==> src/rtl/core/fsa_pkg.sv <==
// ----------------------------------------------------------------------------
// fsa_pkg
// Shared types, widths and codes of the fixed slot allocator.
// ----------------------------------------------------------------------------
package fsa_pkg;

  localparam int MAX_SLOTS_DEF = 1024;

  localparam int CNT_W      = 11;
  localparam int SLOT_W     = 10;
  localparam int ID_W       = 16;
  localparam int OW_W       = 13;
  localparam int OFS_W      = 25;
  localparam int STATUS_W   = 3;
  localparam int CFG_DATA_W = 16;
  localparam int CFG_IDX_W  = 2;
  localparam int WORD_SHIFT = 3;  // eight bytes per word

  typedef enum logic [STATUS_W-1:0] {
    ST_OK            = 3'd0,
    ST_NOT_ENABLED   = 3'd1,
    ST_NO_SPACE      = 3'd2,
    ST_POOL_MISMATCH = 3'd3,
    ST_NOT_ALLOCATED = 3'd4,
    ST_STACK_FULL    = 3'd5
  } status_e;

  typedef enum logic [CFG_IDX_W-1:0] {
    REG_ENABLE     = 2'd0,
    REG_POOL_ID    = 2'd1,
    REG_SLOT_LIMIT = 2'd2,
    REG_OBJ_WORDS  = 2'd3
  } cfg_reg_e;

  typedef enum logic {
    OP_ALLOC = 1'b0,
    OP_FREE  = 1'b1
  } op_e;

  typedef struct packed {
    logic             enable;
    logic [ID_W-1:0]  pool_id;
    logic [CNT_W-1:0] slot_limit;
    logic [OW_W-1:0]  obj_words;
  } cfg_t;

  typedef struct packed {
    status_e           status;
    logic [ID_W-1:0]   block_id;
    logic [SLOT_W-1:0] slot;
    logic [OFS_W-1:0]  byte_offset;
    logic [CNT_W-1:0]  free_count;
    logic [CNT_W-1:0]  in_use;
    logic              full_res;
  } result_t;

endpackage

==> src/rtl/core/fsa_ctrl.sv <==
// ----------------------------------------------------------------------------
// fsa_ctrl
// Allocation control: bump pointer, stack depth, request decode and
// result computation.
// ----------------------------------------------------------------------------
module fsa_ctrl #(
  parameter int MAX_SLOTS = fsa_pkg::MAX_SLOTS_DEF,
  parameter int AddrW     = $clog2(MAX_SLOTS)
) (
  input  logic                       clk_i,
  input  logic                       rst_ni,
  input  fsa_pkg::cfg_t              cfg_i,
  input  logic                       fire_i,
  input  logic                       op_i,
  input  logic [fsa_pkg::ID_W-1:0]   block_id_i,
  input  logic [fsa_pkg::SLOT_W-1:0] slot_i,
  input  logic [fsa_pkg::SLOT_W-1:0] top_data_i,
  output logic [AddrW-1:0]           rd_addr_o,
  output logic                       wr_en_o,
  output logic [AddrW-1:0]           wr_addr_o,
  output logic [fsa_pkg::SLOT_W-1:0] wr_data_o,
  output fsa_pkg::result_t           res_o
);
  import fsa_pkg::*;

  localparam int ProdW = SLOT_W + OW_W;

  logic [CNT_W-1:0]  bump_q, bump_d, bump_nxt;
  logic [CNT_W-1:0]  depth_q, depth_d, depth_nxt;
  logic [CNT_W-1:0]  lim;
  logic              push;
  logic              zero_ofs;
  status_e           status;
  logic [SLOT_W-1:0] sel_slot;
  logic [ID_W-1:0]   blk;
  logic [ProdW-1:0]  prod;
  logic [CNT_W-1:0]  room;
  logic [CNT_W:0]    fc_sum;

  assign lim = (32'(cfg_i.slot_limit) > MAX_SLOTS) ? CNT_W'(MAX_SLOTS) : cfg_i.slot_limit;

  always_comb begin
    bump_nxt  = bump_q;
    depth_nxt = depth_q;
    push      = 1'b0;
    zero_ofs  = 1'b0;
    sel_slot  = '0;
    blk       = '0;
    status    = ST_OK;
    if (op_i == OP_ALLOC) begin
      if (depth_q != '0) begin
        depth_nxt = depth_q - CNT_W'(1);
        sel_slot  = top_data_i;
        blk       = cfg_i.pool_id;
      end else if (bump_q < lim) begin
        sel_slot  = bump_q[SLOT_W-1:0];
        bump_nxt  = bump_q + CNT_W'(1);
        blk       = cfg_i.pool_id;
      end else begin
        status   = ST_NO_SPACE;
        zero_ofs = 1'b1;
      end
    end else begin
      sel_slot = slot_i;
      priority if (block_id_i != cfg_i.pool_id) begin
        status = ST_POOL_MISMATCH;
      end else if ({1'b0, slot_i} >= bump_q) begin
        status = ST_NOT_ALLOCATED;
      end else if (depth_q >= lim) begin
        status = ST_STACK_FULL;
      end else begin
        push      = 1'b1;
        depth_nxt = depth_q + CNT_W'(1);
      end
    end
  end

  assign bump_d  = (fire_i && cfg_i.enable) ? bump_nxt : bump_q;
  assign depth_d = (fire_i && cfg_i.enable) ? depth_nxt : depth_q;

  always_ff @(posedge clk_i or negedge rst_ni) begin
    if (!rst_ni) begin
      bump_q  <= '0;
      depth_q <= '0;
    end else begin
      bump_q  <= bump_d;
      depth_q <= depth_d;
    end
  end

  // read ahead the entry that is top of stack after this cycle
  assign rd_addr_o = AddrW'(depth_d - CNT_W'(1));
  assign wr_en_o   = fire_i && cfg_i.enable && push;
  assign wr_addr_o = AddrW'(depth_q);
  assign wr_data_o = slot_i;

  assign prod   = ProdW'(sel_slot) * ProdW'(cfg_i.obj_words);
  assign room   = (lim > bump_nxt) ? (lim - bump_nxt) : '0;
  assign fc_sum = {1'b0, room} + {1'b0, depth_nxt};

  always_comb begin
    if (!cfg_i.enable) begin
      res_o             = '0;
      res_o.status      = ST_NOT_ENABLED;
      res_o.full_res    = 1'b1;
    end else begin
      res_o.status      = status;
      res_o.block_id    = blk;
      res_o.slot        = sel_slot;
      res_o.byte_offset = zero_ofs ? '0 : OFS_W'({prod, {WORD_SHIFT{1'b0}}});
      res_o.free_count  = fc_sum[CNT_W] ? '1 : fc_sum[CNT_W-1:0];
      res_o.in_use      = (bump_nxt > depth_nxt) ? (bump_nxt - depth_nxt) : '0;
      res_o.full_res    = (bump_nxt >= lim) && (depth_nxt == '0);
    end
  end

endmodule

==> config.mk <==
export PLATFORM = sky130hd
export DESIGN_NAME = fsa_ctrl
export DESIGN_NICKNAME = d
export VERILOG_FILES = /design/src/rtl/core/fsa_pkg.sv /design/src/rtl/core/fsa_ctrl.sv
export SDC_FILE = /design/constraint.sdc
export NUM_CORES = 1
export LEC_CHECK = 0
export BUFFER_PORTS_ARGS = -buffer_cell sky130_fd_sc_hd__clkbuf_2
export CORE_MARGIN = 3
export CORE_UTILIZATION = 50
export CTS_BUF_LIST = sky130_fd_sc_hd__clkbuf_2
export DETAILED_ROUTE_END_ITERATION = 8
export PLACE_DENSITY = 0.78
export SLEW_MARGIN = 20
export SYNTH_ARGS = -nofsm -noshare
export SYNTH_HDL_FRONTEND = slang
export SYNTH_SLANG_ARGS = --single-unit
==> constraint.sdc <==
create_clock -name clk_i -period 28.2 [get_ports clk_i]
set_input_delay 5.64 -clock clk_i [delete_from_list [all_inputs] [get_ports clk_i]]
set_output_delay 5.64 -clock clk_i [all_outputs]
set_load 0.02 [all_outputs]
==> out/results.ini, run 1 <==
[route]
drc=0
wirelength_um=25500
dr.pass1.iters=7
viasPerCell=5.63
wl_per_cell_um=16.5
num_vias=8720
ant_nets=0
initialDrtViolationCount=447

[logic_synthesis]
avgSynthCellArea_um2=7.71
synth_seq_cells=22
yosysUniqueCellTypes=74
yosys.area.top_type=fa_1
synth_area_um2=9170
synth-seq-area-share_pct=6.00
async_reset_ff_share_pct=100
synth_edf_count=0
ys.flop_type=dfrtp_1
yosys_warnings=0
yosys.area.top_type_share_pct=19.2
synth_top_cells_by_area=fa_1 19%, ha_1 17%, inv_1 6.3%, dfrtp_1 6.0%, xnor2_1 4.8%
synthCells=1189

[floorplan]
dieWidth_um=141
die_h_um=141
core_area_um2=17600
num_rows=48
ios=189
dieArea_um2=20000
start_util_pct=52.1

[layout]
post-route-util_pct=57.6
drive_above_1_share_pct=16.3
fin_area_um2=10100
layout_commonest_cell=clkbuf_2
final_cell_mix=188 x clkbuf_2, 155 x inv_1, 124 x ha_1, 106 x nand2_1, 88 x fa_1
fin_nets=1617
area_growth_pct=10.6
n_antenna_cell=0

[worst_hold_path]
holdPathEnd=bump_q[10]
hold_path.startpoint=bump_q[10]
min_path_type=reg -> reg
min_path_cells=1

[run]
cap_viol_max_count=0

[critical_path]
crit_buf_inv=6
endpoint_kind=output pin
crit_slowest_cell=a31oi_1
r2r_setup_slack_ps=24450
reg2regPathDepth=11
cp_data_arrival_time_ps=14380
slowest_delay_ps=810
startpoint_type=input port
path_delay_family=compound AO/OA/AOI/OAI gates
worstPathRequired_ps=22560
rr_startpoint=bump_q[4]
crit_top_cell=fa_1
crit_type=in -> out
worstPathMaxFanout=13
rr_endpoint=bump_q[10]

[placed_design]
port_buffers=185
gp_congestion=0.957
placed_area_um2=10100
place_hpwl_um=21300

[global_route]
grt_overflow=0
grt_usage_pct=25.4
grt_max_degree=34
grt_pass1_wl_um=42100
antenna_found_initial=0
first_global_vias=8589

[timing]
setup_tns_ps=0
worst_slew_pin_slew_ps=1050
slew_headroom_pct=29.5
clock_skew_ps=4.56
setup_viol=0
rsz0062_at_grt=false
hold_ws_ps=606
min_period_over_period_pct=71.0
max_clock_freq_mhz=50.0
fin_crit_ps=20020
drv_slew=0
finalHoldViolations=0

[clock_tree]
cts_root_buffer=clkbuf_2
cts_tree=done
clock_latency_ps=350
post_cts_buffers=0
cts_hold_buf=0
numCtsBuffers=3
cts-htree-levels=1
clk_pin_slew_worst_paths_ps=250
clock-sinks=22
cts_resized=0
cts_buffer_depth=2

[power]
peakVddDrop_mv=0.0835
leakage_uw=0.00538
powerDensity_nw_per_um2=68.8

[outcome]
status=finished, final reports clean

-- layout make-up --
class                      count  area [µm²]
multi-input combinational    943        7680
clock inverter                 1        3.75
clock buffer                   3        15.0
timing repair buffer         198        1020
tap                          225         282
fill                        1678        7460
inverter                     156         586
sequential                    22         551
-- per-layer routing --
metal / wire (µm) / global-route usage (%) / vias to the layer above
met3: 2020 / 3.61 / 37
li1: - / - / 4175
met2: 11800 / 42.3 / 350
met1: 11200 / 35.6 / 4158
met4: 522 / 5.05 / 0
met5: 0 / 0 / -
-- through the flow --
stage / instances / setup WS (ps) / power, µW
after detailed placement: 1544 / 8330 / 680
after CTS: 1548 / 8330 / 700
after global placement: 1544 / 8660 / 668
after global routing: 1548 / 7420 / 788
final: 1548 / 8180 / 697
after floorplan: 1191 / 9510 / 531
-- worst max path at each step --
stage | cells past startpoint | startpoint | to | slack [ps]
floorplan | 32 | cfg_i[23] | res_o[44] | 9510
global placement | 32 | cfg_i[23] | res_o[45] | 8660
detailed placement | 29 | cfg_i[23] | res_o[44] | 8330
CTS | 29 | cfg_i[23] | res_o[44] | 8330
global route | 32 | cfg_i[23] | res_o[45] | 7420
finish | 29 | cfg_i[23] | res_o[44] | 8180
-- cells in the mapped netlist, types with 3 or more instances --
cell type	number
nor2b_1	49
o21bai_1	8
ha_1	124
o31ai_1	6
nand2_1	106
buf_1	12
nor2_1	87
nor4_1	7
inv_1	155
buf_4	23
o22ai_1	3
and2_1	62
o21ai_0	41
a311oi_1	3
or3_1	7
a211oi_1	5
dfrtp_1	22
a21boi_0	14
xor2_1	41
o41ai_1	3
nor3b_1	4
clkbuf_1	30
xnor2_1	50
a211o_1	5
buf_2	4
nand3_1	24
a41oi_1	4
nor3_1	27
fa_1	88
a31oi_1	3
a21o_1	10
o21a_1	5
nand2b_1	18
o21ai_1	4
nand4_1	18
and3_1	20
a21oi_1	53
-- logic make-up after synthesis --
kind of cell	synth area share [%]
xor+xnor	8.69
other cells	0.0409
compound gates	13.3
mux	0.491
fa+ha+maj	36.1
simple gates	25.0
buf+inv	10.3
flops	6.00
-- power by group --
| part | total, µW | internal (µW) | switching, µW | leakage, µW |
|---|---|---|---|---|
| Clock | 14.4 | 3.08 | 11.3 | 0.0000140 |
| Combinational | 642 | 259 | 383 | 0.00509 |
| Sequential | 41.1 | 34.2 | 6.89 | 0.000270 |
-- flip-flops by register name, summed over array words and instances, names as in the netlist --
signal	cells
depth_q	11
bump_q	11
Power figures use the tool's default switching activity.
==> run 2, diff against run 1 <==
Clock period 28.2 ns to 20.9 ns, I/O delays scaled along.
==> run 2 against run 1 <==
Net effect:
- clock-buffer cell count stayed put
- non-clock buffer count stayed put
- setup slack worse by 4300 ps
- die area stayed put
- sequential share of layout area stayed put
- first-iteration DRC count is 16% higher
- via count is 0.58% lower
- routed wire length is 0.62% lower
- sequential power is 35% higher
- global-route usage is 0.14 points lower
- worst hold slack worse by 3.2 ps
- highest routed layer unchanged
==> out/results.ini, run 2 (synthesis gave the netlist of run 1 again) <==
[outcome]
status=finished, final reports clean

[clock_tree]
clk_pin_slew_worst_paths_ps=250
clock-sinks=22
numCtsBuffers=3
cts_root_buffer=clkbuf_2
cts_hold_buf=0
cts_resized=0
cts_tree=done
cts-htree-levels=1
cts_buffer_depth=2
post_cts_buffers=0
clock_latency_ps=360

[route]
viasPerCell=5.60
wirelength_um=25300
ant_nets=0
wl_per_cell_um=16.4
drc=0
dr.pass1.iters=5
num_vias=8669
initialDrtViolationCount=520

[timing]
setup_tns_ps=0
max_clock_freq_mhz=58.6
setup_slack_ps=3830
setup_viol=0
slew_headroom_pct=30.7
finalHoldViolations=0
fin_crit_ps=17070
clock_skew_ps=13.5
drv_slew=0
rsz0062_at_grt=false
worst_slew_pin_slew_ps=1030
min_period_over_period_pct=81.7

[critical_path]
path_delay_family=adder cells
endpoint_kind=output pin
reg2regPathDepth=11
cp_num_cells=32
worstPathRequired_ps=16720
crit_top_cell=fa_1
slowest_delay_ps=800
worstPathMaxFanout=13
crit_type=in -> out
crit_slowest_cell=a31oi_1
startpoint_type=input port
crit_buf_inv=6
cp_data_arrival_time_ps=12890

[global_route]
grt_overflow=0
antenna_found_initial=0
grt_usage_pct=25.3
grt_pass1_wl_um=41800
first_global_vias=8490
grt_max_degree=34

[layout]
regArea_um2=551
post-route-util_pct=57.6
area_growth_pct=10.6
layout_commonest_cell=clkbuf_2
nFillCells=1631
multi_input_area_um2=7680
n_antenna_cell=0
final_cell_mix=188 x clkbuf_2, 155 x inv_1, 124 x ha_1, 106 x nand2_1, 88 x fa_1
drive_above_1_share_pct=16.3
fin_nets=1617
biggestRegsByFlops=bump_q (11), depth_q (11)

[placed_design]
place_hpwl_um=21300
gp_congestion=0.941
port_buffers=185
place_ws_ps=3970

[floorplan]
dieArea_um2=20000
dieWidth_um=141
core_area_um2=17600
ios=189
die_h_um=141
num_rows=48
start_util_pct=52.1

[worst_hold_path]
min_path_cells=1
min_path_type=reg -> reg

[power]
peakVddDrop_mv=0.105
leakage_uw=0.00538
powerDensity_nw_per_um2=93.0

[run]
cap_viol_max_count=0

==> run 2: worst paths after layout <==
| path | slack, ps | start | to |
|---|---|---|---|
| min in group asynchronous | 3770 | rst_ni | depth_q[3] |
| max reg2reg | 17170 | bump_q[4] | bump_q[10] |
| min | 600 | bump_q[10] | bump_q[10] |
| max | 3830 | cfg_i[23] | res_o[45] |
| max in group asynchronous | 16720 | rst_ni | depth_q[1] |
| min reg2reg | 600 | bump_q[10] | bump_q[10] |
==> run 2: through the flow <==
step	hold WS, ps	cell area (µm²)	std cells	power [µW]
detailed placement	569	10100	1544	918
CTS	610	10100	1548	946
global route	661	10100	1548	1070
floorplan	503	9180	1191	716
global placement	559	10100	1544	902
finish	602	10100	1548	943
==> run 2: where the power goes <==
group	internal [µW]	switching, µW
sequential	46.1	9.22
combinational	350	518
clock	4.15	15.4
==> run 2: routing by layer <==
layer | up-vias | global-route usage [%] | share of wire, %
li1 | 4173 | - | -
met1 | 4120 | 35.7 | 45
met2 | 340 | 42.3 | 46
met3 | 36 | 2.60 | 6.5
met4 | 0 | 5.56 | 2.3
met5 | - | 0 | 0
==> run 2: cell type report <==
type	instances	area share [%]
Clock inverter	1	0.0370
Tap cell	225	2.78
Inverter	156	5.77
Timing Repair Buffer	198	10.1
Multi-Input combinational cell	943	75.7
Sequential cell	22	5.43
Clock buffer	3	0.148
